**config.mk**
```make
export PLATFORM = sky130hd
export DESIGN_NAME = page_victim_selector_unit
export DESIGN_NICKNAME = d
export VERILOG_FILES = /design/src/pvs_pkg.sv /design/src/page_victim_selector_unit.sv /design/src/pvs_cell.sv
export SDC_FILE = /design/constraint.sdc
export NUM_CORES = 2
export LEC_CHECK = 0
export BUFFER_PORTS_ARGS = -buffer_cell sky130_fd_sc_hd__buf_4
export CAP_MARGIN = 25
export CORE_MARGIN = 2
export CORE_UTILIZATION = 60
export CTS_CLUSTER_DIAMETER = 100
export DETAILED_ROUTE_END_ITERATION = 8
export PLACE_DENSITY_LB_ADDON = 0.1
export SLEW_MARGIN = 20
export SYNTH_ARGS = -nofsm -noshare
export SYNTH_HDL_FRONTEND = slang
export SYNTH_SLANG_ARGS = --single-unit
```
**constraint.sdc**
```tcl
create_clock -name aclk -period 7.6 [get_ports aclk]
set_input_delay 0.76 -clock aclk [delete_from_list [all_inputs] [get_ports aclk]]
set_output_delay 0.76 -clock aclk [all_outputs]
set_load 0.02 [all_outputs]
```
**src/pvs_pkg.sv**
```systemverilog
// Package of the page victim selector: sizes, codes, word types, popcount.
// No dependencies.
package pvs_pkg;

    localparam int SLOTS     = 16;
    localparam int AGE_BITS  = 32;
    localparam int PAGE_BITS = 20;

    // Fixed field widths of the channel words
    localparam int PAGE_FIELD_W = 20;
    localparam int SLOT_FIELD_W = 4;
    localparam int AGE_FIELD_W  = 32;
    localparam int RES_W        = 5;

    localparam int SLOT_W    = (SLOTS > 1) ? $clog2(SLOTS) : 1;
    localparam int CNT_W     = $clog2(SLOTS + 1);
    localparam int POP_W     = $clog2(AGE_BITS + 1);
    localparam int IDX_CMP_W = (SLOT_W > SLOT_FIELD_W) ? SLOT_W : SLOT_FIELD_W;
    localparam int NIB_N     = (AGE_BITS + 3) / 4;
    localparam int NIB_W     = NIB_N * 4;

    localparam int CFG_ADDR_W = 2;
    localparam int CFG_DATA_W = 32;

    // Byte address of the policy register
    localparam logic [CFG_ADDR_W-1:0] CFG_ADDR_POLICY = '0;

    typedef enum logic [1:0] {
        KIND_INSERT    = 2'd0,
        KIND_REMOVE    = 2'd1,
        KIND_WRITE_AGE = 2'd2,
        KIND_VICTIM    = 2'd3
    } kind_t;

    typedef enum logic [1:0] {
        ST_OK        = 2'd0,
        ST_FULL      = 2'd1,
        ST_NOT_FOUND = 2'd2,
        ST_EMPTY     = 2'd3
    } status_t;

    typedef struct packed {
        kind_t                    kind;
        logic [PAGE_FIELD_W-1:0]  page_number;
        logic [SLOT_FIELD_W-1:0]  slot_index;
        logic [AGE_FIELD_W-1:0]   age_value;
    } in_word_t;

    typedef struct packed {
        status_t                  status;
        logic [SLOT_FIELD_W-1:0]  slot;
        logic [RES_W-1:0]         resident_pages;
    } out_word_t;

    // Request word handed from cell to cell along the row
    typedef struct packed {
        kind_t                    kind;
        logic                     policy;
        logic [PAGE_BITS-1:0]     page;
        logic [SLOT_FIELD_W-1:0]  sidx;
        logic [AGE_BITS-1:0]      age;
        logic                     found;
        logic [AGE_BITS-1:0]      best_age;
        logic [POP_W-1:0]         best_pop;
        logic [SLOT_FIELD_W-1:0]  slot;
    } tok_t;

    // Set bits of an age: per-nibble counts, then a short sum
    function automatic logic [POP_W-1:0] age_pop(input logic [AGE_BITS-1:0] a);
        logic [NIB_W-1:0] padded;
        logic [POP_W-1:0] sum;
        logic [2:0]       nib_cnt;
        padded = NIB_W'(a);
        sum    = '0;
        for (int n = 0; n < NIB_N; n++) begin
            nib_cnt = 3'(padded[4*n]) + 3'(padded[4*n+1])
                    + 3'(padded[4*n+2]) + 3'(padded[4*n+3]);
            sum = sum + POP_W'(nib_cnt);
        end
        return sum;
    endfunction

endpackage

```
**src/page_victim_selector_unit.sv**
```systemverilog
// Page victim selector: a row of SLOTS slot cells (16 here) with insert, remove,
// age write and victim selection under the NFUA or LAPA policy register.
// Depends on pvs_pkg and pvs_cell.
//
// Each accepted word travels down the row of cells, one cell per cycle, and every
// cell acts on it as it passes; after the last cell the result is registered into
// the output register. One word is in the row at a time: the next word is taken
// only once the current one has left the last cell. A finished result may wait on
// the output while the next word is taken; a second finished result then waits in
// a holding register and the input stays closed until it moves on. Valid marks
// clear at reset, so no clearing pass is needed. The policy register (address 0)
// is written over APB and is latched into each word at acceptance.
module page_victim_selector_unit import pvs_pkg::*; (
    input  logic                  aclk,
    input  logic                  aresetn,
    input  logic                  s_valid,
    output logic                  s_ready,
    input  in_word_t              s_data,
    output logic                  m_valid,
    input  logic                  m_ready,
    output out_word_t             m_data,
    input  logic                  psel,
    input  logic                  penable,
    input  logic                  pwrite,
    input  logic [CFG_ADDR_W-1:0] paddr,
    input  logic [CFG_DATA_W-1:0] pwdata,
    output logic [CFG_DATA_W-1:0] prdata,
    output logic                  pready
);

    logic             policy_reg;
    logic             busy_reg;
    logic [CNT_W-1:0] cnt_reg, cnt_next;
    logic             m_vld_reg, pend_vld_reg;
    out_word_t        m_data_reg, pend_reg, res_next;

    logic   s_fire, m_free, end_vld, cfg_wr, cfg_sel;
    tok_t   head_tok, end_tok;
    logic   chain_vld [SLOTS];
    tok_t   chain_tok [SLOTS];

    assign s_ready = !busy_reg && !pend_vld_reg;
    assign s_fire  = s_valid && s_ready;
    assign pready  = 1'b1;
    assign cfg_sel = (paddr == CFG_ADDR_POLICY);
    assign cfg_wr  = psel && penable && pwrite && pready && cfg_sel;
    assign prdata  = cfg_sel ? CFG_DATA_W'(policy_reg) : '0;

    always_comb begin
        head_tok          = '0;
        head_tok.kind     = s_data.kind;
        head_tok.policy   = policy_reg;
        head_tok.page     = PAGE_BITS'(s_data.page_number);
        head_tok.sidx     = s_data.slot_index;
        head_tok.age      = AGE_BITS'(s_data.age_value);
        head_tok.found    = 1'b0;
        head_tok.best_age = '0;
        head_tok.best_pop = '0;
        head_tok.slot     = (s_data.kind == KIND_WRITE_AGE) ? s_data.slot_index : '0;
    end

    for (genvar g = 0; g < SLOTS; g++) begin : g_cell
        if (g == 0) begin : g_head
            pvs_cell u_cell (
                .aclk     (aclk),
                .aresetn  (aresetn),
                .cell_idx (SLOT_W'(g)),
                .in_vld   (s_fire),
                .in_tok   (head_tok),
                .out_vld  (chain_vld[g]),
                .out_tok  (chain_tok[g])
            );
        end else begin : g_body
            pvs_cell u_cell (
                .aclk     (aclk),
                .aresetn  (aresetn),
                .cell_idx (SLOT_W'(g)),
                .in_vld   (chain_vld[g-1]),
                .in_tok   (chain_tok[g-1]),
                .out_vld  (chain_vld[g]),
                .out_tok  (chain_tok[g])
            );
        end
    end

    assign end_vld = chain_vld[SLOTS-1];
    assign end_tok = chain_tok[SLOTS-1];
    assign m_free  = !m_vld_reg || m_ready;

    always_comb begin
        cnt_next = cnt_reg;
        res_next = '0;
        res_next.slot = end_tok.slot;
        case (end_tok.kind)
            KIND_INSERT: begin
                if (end_tok.found) begin
                    cnt_next        = cnt_reg + CNT_W'(1);
                    res_next.status = ST_OK;
                end else begin
                    res_next.status = ST_FULL;
                end
            end
            KIND_REMOVE: begin
                if (end_tok.found) begin
                    cnt_next        = cnt_reg - CNT_W'(1);
                    res_next.status = ST_OK;
                end else begin
                    res_next.status = ST_NOT_FOUND;
                end
            end
            KIND_WRITE_AGE: res_next.status = ST_OK;
            KIND_VICTIM:    res_next.status = end_tok.found ? ST_OK : ST_EMPTY;
            default:        res_next.status = ST_OK;
        endcase
        res_next.resident_pages = RES_W'(cnt_next);
    end

    always_ff @(posedge aclk) begin
        if (!aresetn) begin
            policy_reg   <= 1'b0;
            busy_reg     <= 1'b0;
            cnt_reg      <= '0;
            m_vld_reg    <= 1'b0;
            pend_vld_reg <= 1'b0;
        end else begin
            if (cfg_wr) begin
                policy_reg <= pwdata[0];
            end
            if (s_fire) begin
                busy_reg <= 1'b1;
            end else if (end_vld) begin
                busy_reg <= 1'b0;
            end
            if (end_vld) begin
                cnt_reg <= cnt_next;
            end
            if (m_free) begin
                m_vld_reg    <= pend_vld_reg || end_vld;
                pend_vld_reg <= 1'b0;
            end else if (end_vld) begin
                pend_vld_reg <= 1'b1;
            end
        end
    end

    always_ff @(posedge aclk) begin
        if (m_free) begin
            if (pend_vld_reg) begin
                m_data_reg <= pend_reg;
            end else if (end_vld) begin
                m_data_reg <= res_next;
            end
        end else if (end_vld) begin
            pend_reg <= res_next;
        end
    end

    assign m_valid = m_vld_reg;
    assign m_data  = m_data_reg;

endmodule

```
**src/pvs_cell.sv**
```systemverilog
// One slot of the page victim selector: page, valid mark, age and its popcount.
// Acts on the request word passing through and registers it for the next cell.
// Depends on pvs_pkg.
module pvs_cell import pvs_pkg::*; (
    input  logic              aclk,
    input  logic              aresetn,
    input  logic [SLOT_W-1:0] cell_idx,
    input  logic              in_vld,
    input  tok_t              in_tok,
    output logic              out_vld,
    output tok_t              out_tok
);

    logic                 valid_reg, valid_next;
    logic [PAGE_BITS-1:0] page_reg, page_next;
    logic [AGE_BITS-1:0]  age_reg, age_next;
    logic [POP_W-1:0]     pop_reg, pop_next;
    logic                 out_vld_reg;
    tok_t                 out_tok_reg, tok_next;

    logic [AGE_BITS-1:0]     fresh_age;
    logic [POP_W-1:0]        fresh_pop;
    logic                    idx_hit;
    logic [SLOT_FIELD_W-1:0] my_slot;
    logic                    age_le, pop_lt, pop_eq, take;

    always_comb begin
        fresh_age = in_tok.policy ? '1 : '0;
        fresh_pop = in_tok.policy ? POP_W'(AGE_BITS) : '0;
        idx_hit   = (IDX_CMP_W'(in_tok.sidx) == IDX_CMP_W'(cell_idx));
        my_slot   = SLOT_FIELD_W'(cell_idx);
        age_le    = (age_reg <= in_tok.best_age);
        pop_lt    = (pop_reg < in_tok.best_pop);
        pop_eq    = (pop_reg == in_tok.best_pop);
        // later slots win ties, hence <=
        if (!in_tok.found) begin
            take = 1'b1;
        end else if (!in_tok.policy) begin
            take = age_le;
        end else begin
            take = pop_lt || (pop_eq && age_le);
        end

        valid_next = valid_reg;
        page_next  = page_reg;
        age_next   = age_reg;
        pop_next   = pop_reg;
        tok_next   = in_tok;

        if (in_vld) begin
            case (in_tok.kind)
                KIND_INSERT: begin
                    if (!in_tok.found && !valid_reg) begin
                        valid_next     = 1'b1;
                        page_next      = in_tok.page;
                        age_next       = fresh_age;
                        pop_next       = fresh_pop;
                        tok_next.found = 1'b1;
                        tok_next.slot  = my_slot;
                    end
                end
                KIND_REMOVE: begin
                    if (!in_tok.found && valid_reg && page_reg == in_tok.page) begin
                        valid_next     = 1'b0;
                        age_next       = fresh_age;
                        pop_next       = fresh_pop;
                        tok_next.found = 1'b1;
                        tok_next.slot  = my_slot;
                    end
                end
                KIND_WRITE_AGE: begin
                    if (idx_hit) begin
                        age_next = in_tok.age;
                        pop_next = age_pop(in_tok.age);
                    end
                end
                KIND_VICTIM: begin
                    if (valid_reg && take) begin
                        tok_next.found    = 1'b1;
                        tok_next.best_age = age_reg;
                        tok_next.best_pop = pop_reg;
                        tok_next.slot     = my_slot;
                    end
                end
                default: ;
            endcase
        end
    end

    always_ff @(posedge aclk) begin
        if (!aresetn) begin
            valid_reg   <= 1'b0;
            out_vld_reg <= 1'b0;
        end else begin
            valid_reg   <= valid_next;
            out_vld_reg <= in_vld;
        end
    end

    always_ff @(posedge aclk) begin
        page_reg    <= page_next;
        age_reg     <= age_next;
        pop_reg     <= pop_next;
        out_tok_reg <= tok_next;
    end

    assign out_vld = out_vld_reg;
    assign out_tok = out_tok_reg;

endmodule

```
Word-level counts from Yosys, hierarchy flattened
Cells that the tools add are included.

cells by class
  equality and inequality tests = 145
  bitwise gates (word level) = 3
  $lt $le $gt $ge = 30
  multiplexer cells = 393
  reductions and logical operators = 236
  add/sub/neg operators = 498

operators by type and width
  operator                                                         number
  32-bit two-way mux                                               64
  32-bit one-hot mux with 3 select lines                           16
  43-bit two-way mux                                               31
  3-bit by 1-bit adder with 3-bit output                           256
  6-bit by 3-bit adder with 6-bit output                           96
  38-bit two-way mux                                               15
  32-bit <= comparator                                             15
  6-bit two-way mux                                                64
  20-bit == test                                                   16
  6-bit one-hot mux with 3 select lines                            16
  1-bit by 1-bit adder with 2-bit output                           128
  4-bit one-hot mux with 3 select lines                            16
  4-bit two-way mux                                                34
  1-bit two-way mux                                                97
  2-bit by 1-bit != test with 1-bit output, second input constant  47
  6-bit == test                                                    15
  6-bit < comparator                                               15
  1-bit logical AND                                                81
  5-bit AND reduction                                              16
  2-bit == test, second input constant                             34
  3-bit by 3-bit adder with 4-bit output                           16
  4-bit AND reduction                                              15
  3-bit AND reduction                                              18
  1-bit one-hot mux with 3 select lines                            16
  other kinds (23)                                                 168

storage, ports and cells
  register bits = 2528
  logic and storage cells = 1534
  input port bits = 99
  output and inout port bits = 46

Longest topological paths before layout
  word-level depth = 12
  mapped depth = 22
  mapped depth without buffers = 22

Modules after synthesis
From an unflattened synthesis, not the netlist that was laid out.

unflattened totals
  cells, all modules = 9090
  area, all modules = 112486.6 um^2

modules (own cells, without submodules)
  module                                   instances  cells an instance  area an instance (um^2)  sequential area each (um^2)
  pvs_cell (g_cell[14].g_body.u_cell ...)  4          538                6875.3                   3823.7
  pvs_cell (g_cell[0].g_head.u_cell ...)   4          564                6744.0                   3823.7
  pvs_cell (g_cell[3].g_body.u_cell ...)   3          547                6966.7                   3823.7
  pvs_cell (g_cell[7].g_body.u_cell)       1          720                7890.1                   3823.7
  pvs_cell (g_cell[9].g_body.u_cell)       1          536                6931.6                   3823.7
  pvs_cell (g_cell[8].g_body.u_cell)       1          527                6902.9                   3823.7
  pvs_cell (g_cell[13].g_body.u_cell)      1          532                6899.1                   3823.7
  pvs_cell (g_cell[6].g_body.u_cell)       1          568                6766.5                   3823.7
  page_victim_selector_unit                1          158                1719.1                   840.8

Least setup slack after synthesis
No wires, ideal clock.

  path type = in2reg
  start = input port s_data[4] (netlist bit)
  end = register g_cell[0].g_head.u_cell.pop_reg[5] (data pin)
  stages on the path = 19
  library setup time = 0.254 ns
  slack = 1.813 ns
  buffers on the path = 0
  arrival time = 5.533 ns
  required time = 7.346 ns
  path through = ha_1 > fa_1 > ha_1 > inv_1 > fa_1 > xnor2_1 > fa_1 > inv_1 > fa_1 > fa_1 > inv_1 > fa_1 > inv_1 > fa_1 > inv_1 > a21o_1 > a21oi_1 > xnor2_1 > a21o_1

on the way
  cells in the longest elaborated chain, start to end = 12

RTL lines
  what                                                  line                             source
  start: declaration                                    page_victim_selector_unit.sv:18  input in_word_t s_data,
  1-bit by 1-bit adder with 2-bit output                pvs_pkg.sv:76                    nib_cnt = 3'(padded[4*n]) + 3'(padded[4*n+1])
  3-bit by 1-bit adder with 3-bit output (2 in series)  pvs_pkg.sv:77                    + 3'(padded[4*n+2]) + 3'(padded[4*n+3]);
  3-bit by 3-bit adder with 4-bit output                pvs_pkg.sv:78                    sum = sum + POP_W'(nib_cnt);
  6-bit by 3-bit adder with 6-bit output (6 in series)  pvs_pkg.sv:78
  6-bit two-way mux                                     pvs_cell.sv:72                   if (idx_hit) begin
  6-bit one-hot mux with 3 select lines                 pvs_cell.sv:51                   case (in_tok.kind)
  end signal: assignment                                pvs_cell.sv:103                  pop_reg <= pop_next;
  end: declaration                                      pvs_cell.sv:17                   logic [POP_W-1:0] pop_reg, pop_next;

Every way passes these cells. The select of a mux whose other input is x is not followed.
A chain may end at the register's enable or synchronous reset.

Worst setup path after layout
Same ends and word-level chain as after synthesis.

==> results.py <==
metrics = {
    "synthesis": {
        "synth_top_area_cell": "dfxtp_1",
        "async_reset_ff_share_pct": 0,
        "synth_cells": 8946,
        "ys_seq_area_share_pct": 54.0,
        "yosys-top-cells-area": "dfxtp_1 28%, edfxtp_1 26%, ha_1 12%, fa_1 6.3%, inv_1 5.1%",
        "synthFlopType": "dfxtp_1",
        "synth_cell_type_count": 85,
        "netlist.area_leader.share_pct": 28.4,
        "yosysMostFrequentCell": "dfxtp_1",
        "synth.avg_cell_area_sq_um": 12.4,
        "ys_warn_count": 0,
        "synthTopCellsByCount": "1578 x dfxtp_1, 1520 x inv_1, 1036 x ha_1, 950 x edfxtp_1, 686 x a21o_1",
        "synth-edff-count": 950,
        "synth_seq_cells": 2528,
        "synth_area_sq_mm": 0.111,
    },
    "global_routing": {
        "grt_remaining_overflow": 0,
        "grt-busiest-layer": "met2",
        "first_global_vias": 66896,
        "use_met2_pct": 47.8,
        "grt_usage_pct": 26.7,
        "grt_max_degree": 75,
        "grtUsageMet1_pct": 32.4,
        "antenna_found_initial": 1,
        "use_met3_pct": 3.55,
        "grt_first_pass_wirelength_um": 383000,
    },
    "floorplanning": {
        "dieWidth_um": 435,
        "dieArea_sq_mm": 0.189,
        "start_util_pct": 60.2,
        "rows": 158,
        "core-area_sq_mm": 0.185,
        "die_y_um": 435,
        "io_pins": 145,
    },
    "drt": {
        "vias_per_cell": 5.42,
        "drc_errors": 0,
        "wl_per_cell_um": 21.1,
        "drtAntennaViolNets": 0,
        "drt_iter0_drc": 3498,
        "totalWireLength_um": 250000,
        "first_pass_iters": 6,
        "vias": 64337,
    },
    "timing": {
        "slew_headroom_pct": 29.9,
        "hold_viol": 0,
        "layout_setup_ws_ps": 1760,
        "fmax_mhz": 171,
        "clock_skew_ps": 40.6,
        "setup-tns-final_ps": 0,
        "setup_violations": 0,
        "rsz0062_at_grt": "no",
        "timing.hold.ws_ps": 129,
        "tightest_slew_ps": 1040,
        "min_period_over_period_pct": 76.9,
        "final_max_slew_viol_count": 0,
        "fin_crit_ps": 5840,
    },
    "critical_path": {
        "worstPathArrival_ps": 6490,
        "end_kind": "flop",
        "path_cells": "dlygate4sd3_1 -> buf_4 -> ha_1 -> fa_1 -> ha_1 -> inv_1 -> fa_1 -> xnor2_1 -> fa_1 -> inv_1 -> fa_1 -> fa_1 -> inv_1 -> fa_1 -> inv_1 -> fa_1 -> inv_1 -> a21o_1 -> a21oi_1 -> xnor2_1 -> a21o_1",
        "startpoint_type": "input pin",
        "cpMostUsedCell": "fa_1",
        "cpPeakStageDelay_ps": 590,
        "criticalPathCategory": "in2reg",
        "critPathMaxFanout": 3,
        "required_ps": 8250,
        "cpMaxStageDelayCell": "fa_1",
    },
    "pwr": {
        "swShare_pct": 28.6,
        "p_leak_nw": 56.6,
        "seqPwrFrac_pct": 40.5,
        "finalPower_mw": 36.9,
        "ir_drop_mv": 0.322,
        "switchingPower_mw": 10.5,
        "p_int_mw": 26.3,
        "power_density_mw_per_mm2": 297,
        "p_comb_share_pct": 23.7,
        "pwr-share-clk_pct": 35.9,
    },
    "cells_and_area": {
        "drive_above_1_share_pct": 11.9,
        "fillers": 13409,
        "area_delta_synth_final_pct": 11.7,
        "regArea_sq_mm": 0.0601,
        "multi_input_area_sq_mm": 0.0446,
        "largest_reg_flops": 1435,
        "nets": 10681,
        "stdcell_count": 11878,
    },
    "clock_network": {
        "cts-resized-gates": 0,
        "cts.clk_slew.worst_paths_ps": 60,
        "htree_levels": 5,
        "cts_buffers": 274,
        "clock_latency_ps": 900,
        "ctsRootBufferMaster": "clkbuf_16",
        "clockBufferDepth": 4,
        "cts.sinks": 2528,
        "cts_tree": "yes",
    },
    "worst_hold_path": {
        "hold_class": "in2reg",
    },
    "run": {
        "drv_cap": 0,
    },
    "placement": {
        "io_buffers": 81,
        "dp.cells": 11339,
        "dp_worst_setup_slack_ps": 1410,
        "place_hpwl_um": 192000,
        "gp_congestion": 0.883,
    },
    "status": {
        "outcome": "completed",
    },
}
==> power by group through the flow <==
stage	Combinational, mW	Clock, mW	Sequential (mW)
detailed placement	8.58	0	15.2
CTS	8.76	13.4	14.9
global placement	8.27	0	15.2
global route	10.1	14.0	14.9
finish	8.72	13.2	14.9
floorplan	6.32	0	15.0
==> kinds of logic after synthesis <==
group                    Yosys count  share of synthesized area, %
flip-flops                      2528                          54.0
buffers and inverters           1784                          6.27
adder cells (fa/ha/maj)         1388                          18.0
AO/OA/AOI/OAI                   1277                          7.89
AND/OR/NAND/NOR                 1065                          5.37
multiplexers                     508                          5.33
XOR/XNOR                         394                          3.10
other                              2                       0.00675
==> through the flow <==
| stage | cell area (sq um) | utilization, % |
|---|---|---|
| after floorplan | 111000 | - |
| after global placement | 115000 | 62.0 |
| after detailed placement | 115000 | 62.0 |
| after CTS | 124000 | 67.2 |
| after global routing | 124000 | 67.2 |
| final | 124000 | 67.2 |
==> cell usage in the layout (no fill, tap or decap), drive strengths merged, types with 9 or more instances in the layout <==
cell type	n
o211ai	43
nand2b	54
fa	352
nor4b	10
nor2b	79
mux2	506
dlygate4sd3	58
a21o	686
o31ai	13
buf	147
xnor2	213
nor4	86
nand3b	22
nor3	40
nand4b	14
o21ai	137
edfxtp	950
nand2	178
and4	18
o21a	25
dfxtp	1578
nand4	169
and3	15
bufinv	17
and2	128
nand3	52
xor2	181
a31oi	9
clkinv	63
a211oi	20
inv	1533
ha	1036
clkbuf	381
nor2	150
conb	32
a21oi	245
==> critical path: cells and delay by family <==
family | cells | cell delay [ps]
adders and majority gates | 9 | 4060
buffers and inverters | 7 | 1040
AOI/OAI and AO/OA | 3 | 340
xor gates and xnor gates | 2 | 300
==> what timing repair did <==
action                                 4_1_cts  5_1_grt
setup buffers                                0        0
hold buffers                                58        0
endpoints found under the hold margin       59        0
==> final timing paths <==
kind                                                     startpoint                                  end  slack, ps  depth (start not counted)
worst max-delay path                                      s_data[4]   g_cell[0].g_head.u_cell.pop_reg[5]       1760                         21
worst min-delay path                                      pwdata[0]                           policy_reg        130                          3
worst max register to register  g_cell[2].g_body.u_cell.out_tok[47]   g_cell[3].g_body.u_cell.pop_reg[5]       1910                         20
worst min register to register  g_cell[7].g_body.u_cell.out_tok[78]  g_cell[8].g_body.u_cell.out_tok[78]        340                          0
==> per-layer routing <==
metal	wire [um]	part of all wire (%)
met1	102000	41
met2	128000	51
met3	10200	4.1
met4	10700	4.3
met5	0	0
==> cell type report <==
type / instances / area share (%)
well taps: 2480 / 2.50
clock buffers: 380 / 6.46
clock inverters: 98 / 0.785
flip-flops and latches: 2528 / 48.4
multi-input cells: 4664 / 35.9
diodes: 2 / 0.00403
inverters: 1520 / 4.59
repair buffers: 206 / 1.40
(Power assumes the default switching activity.)
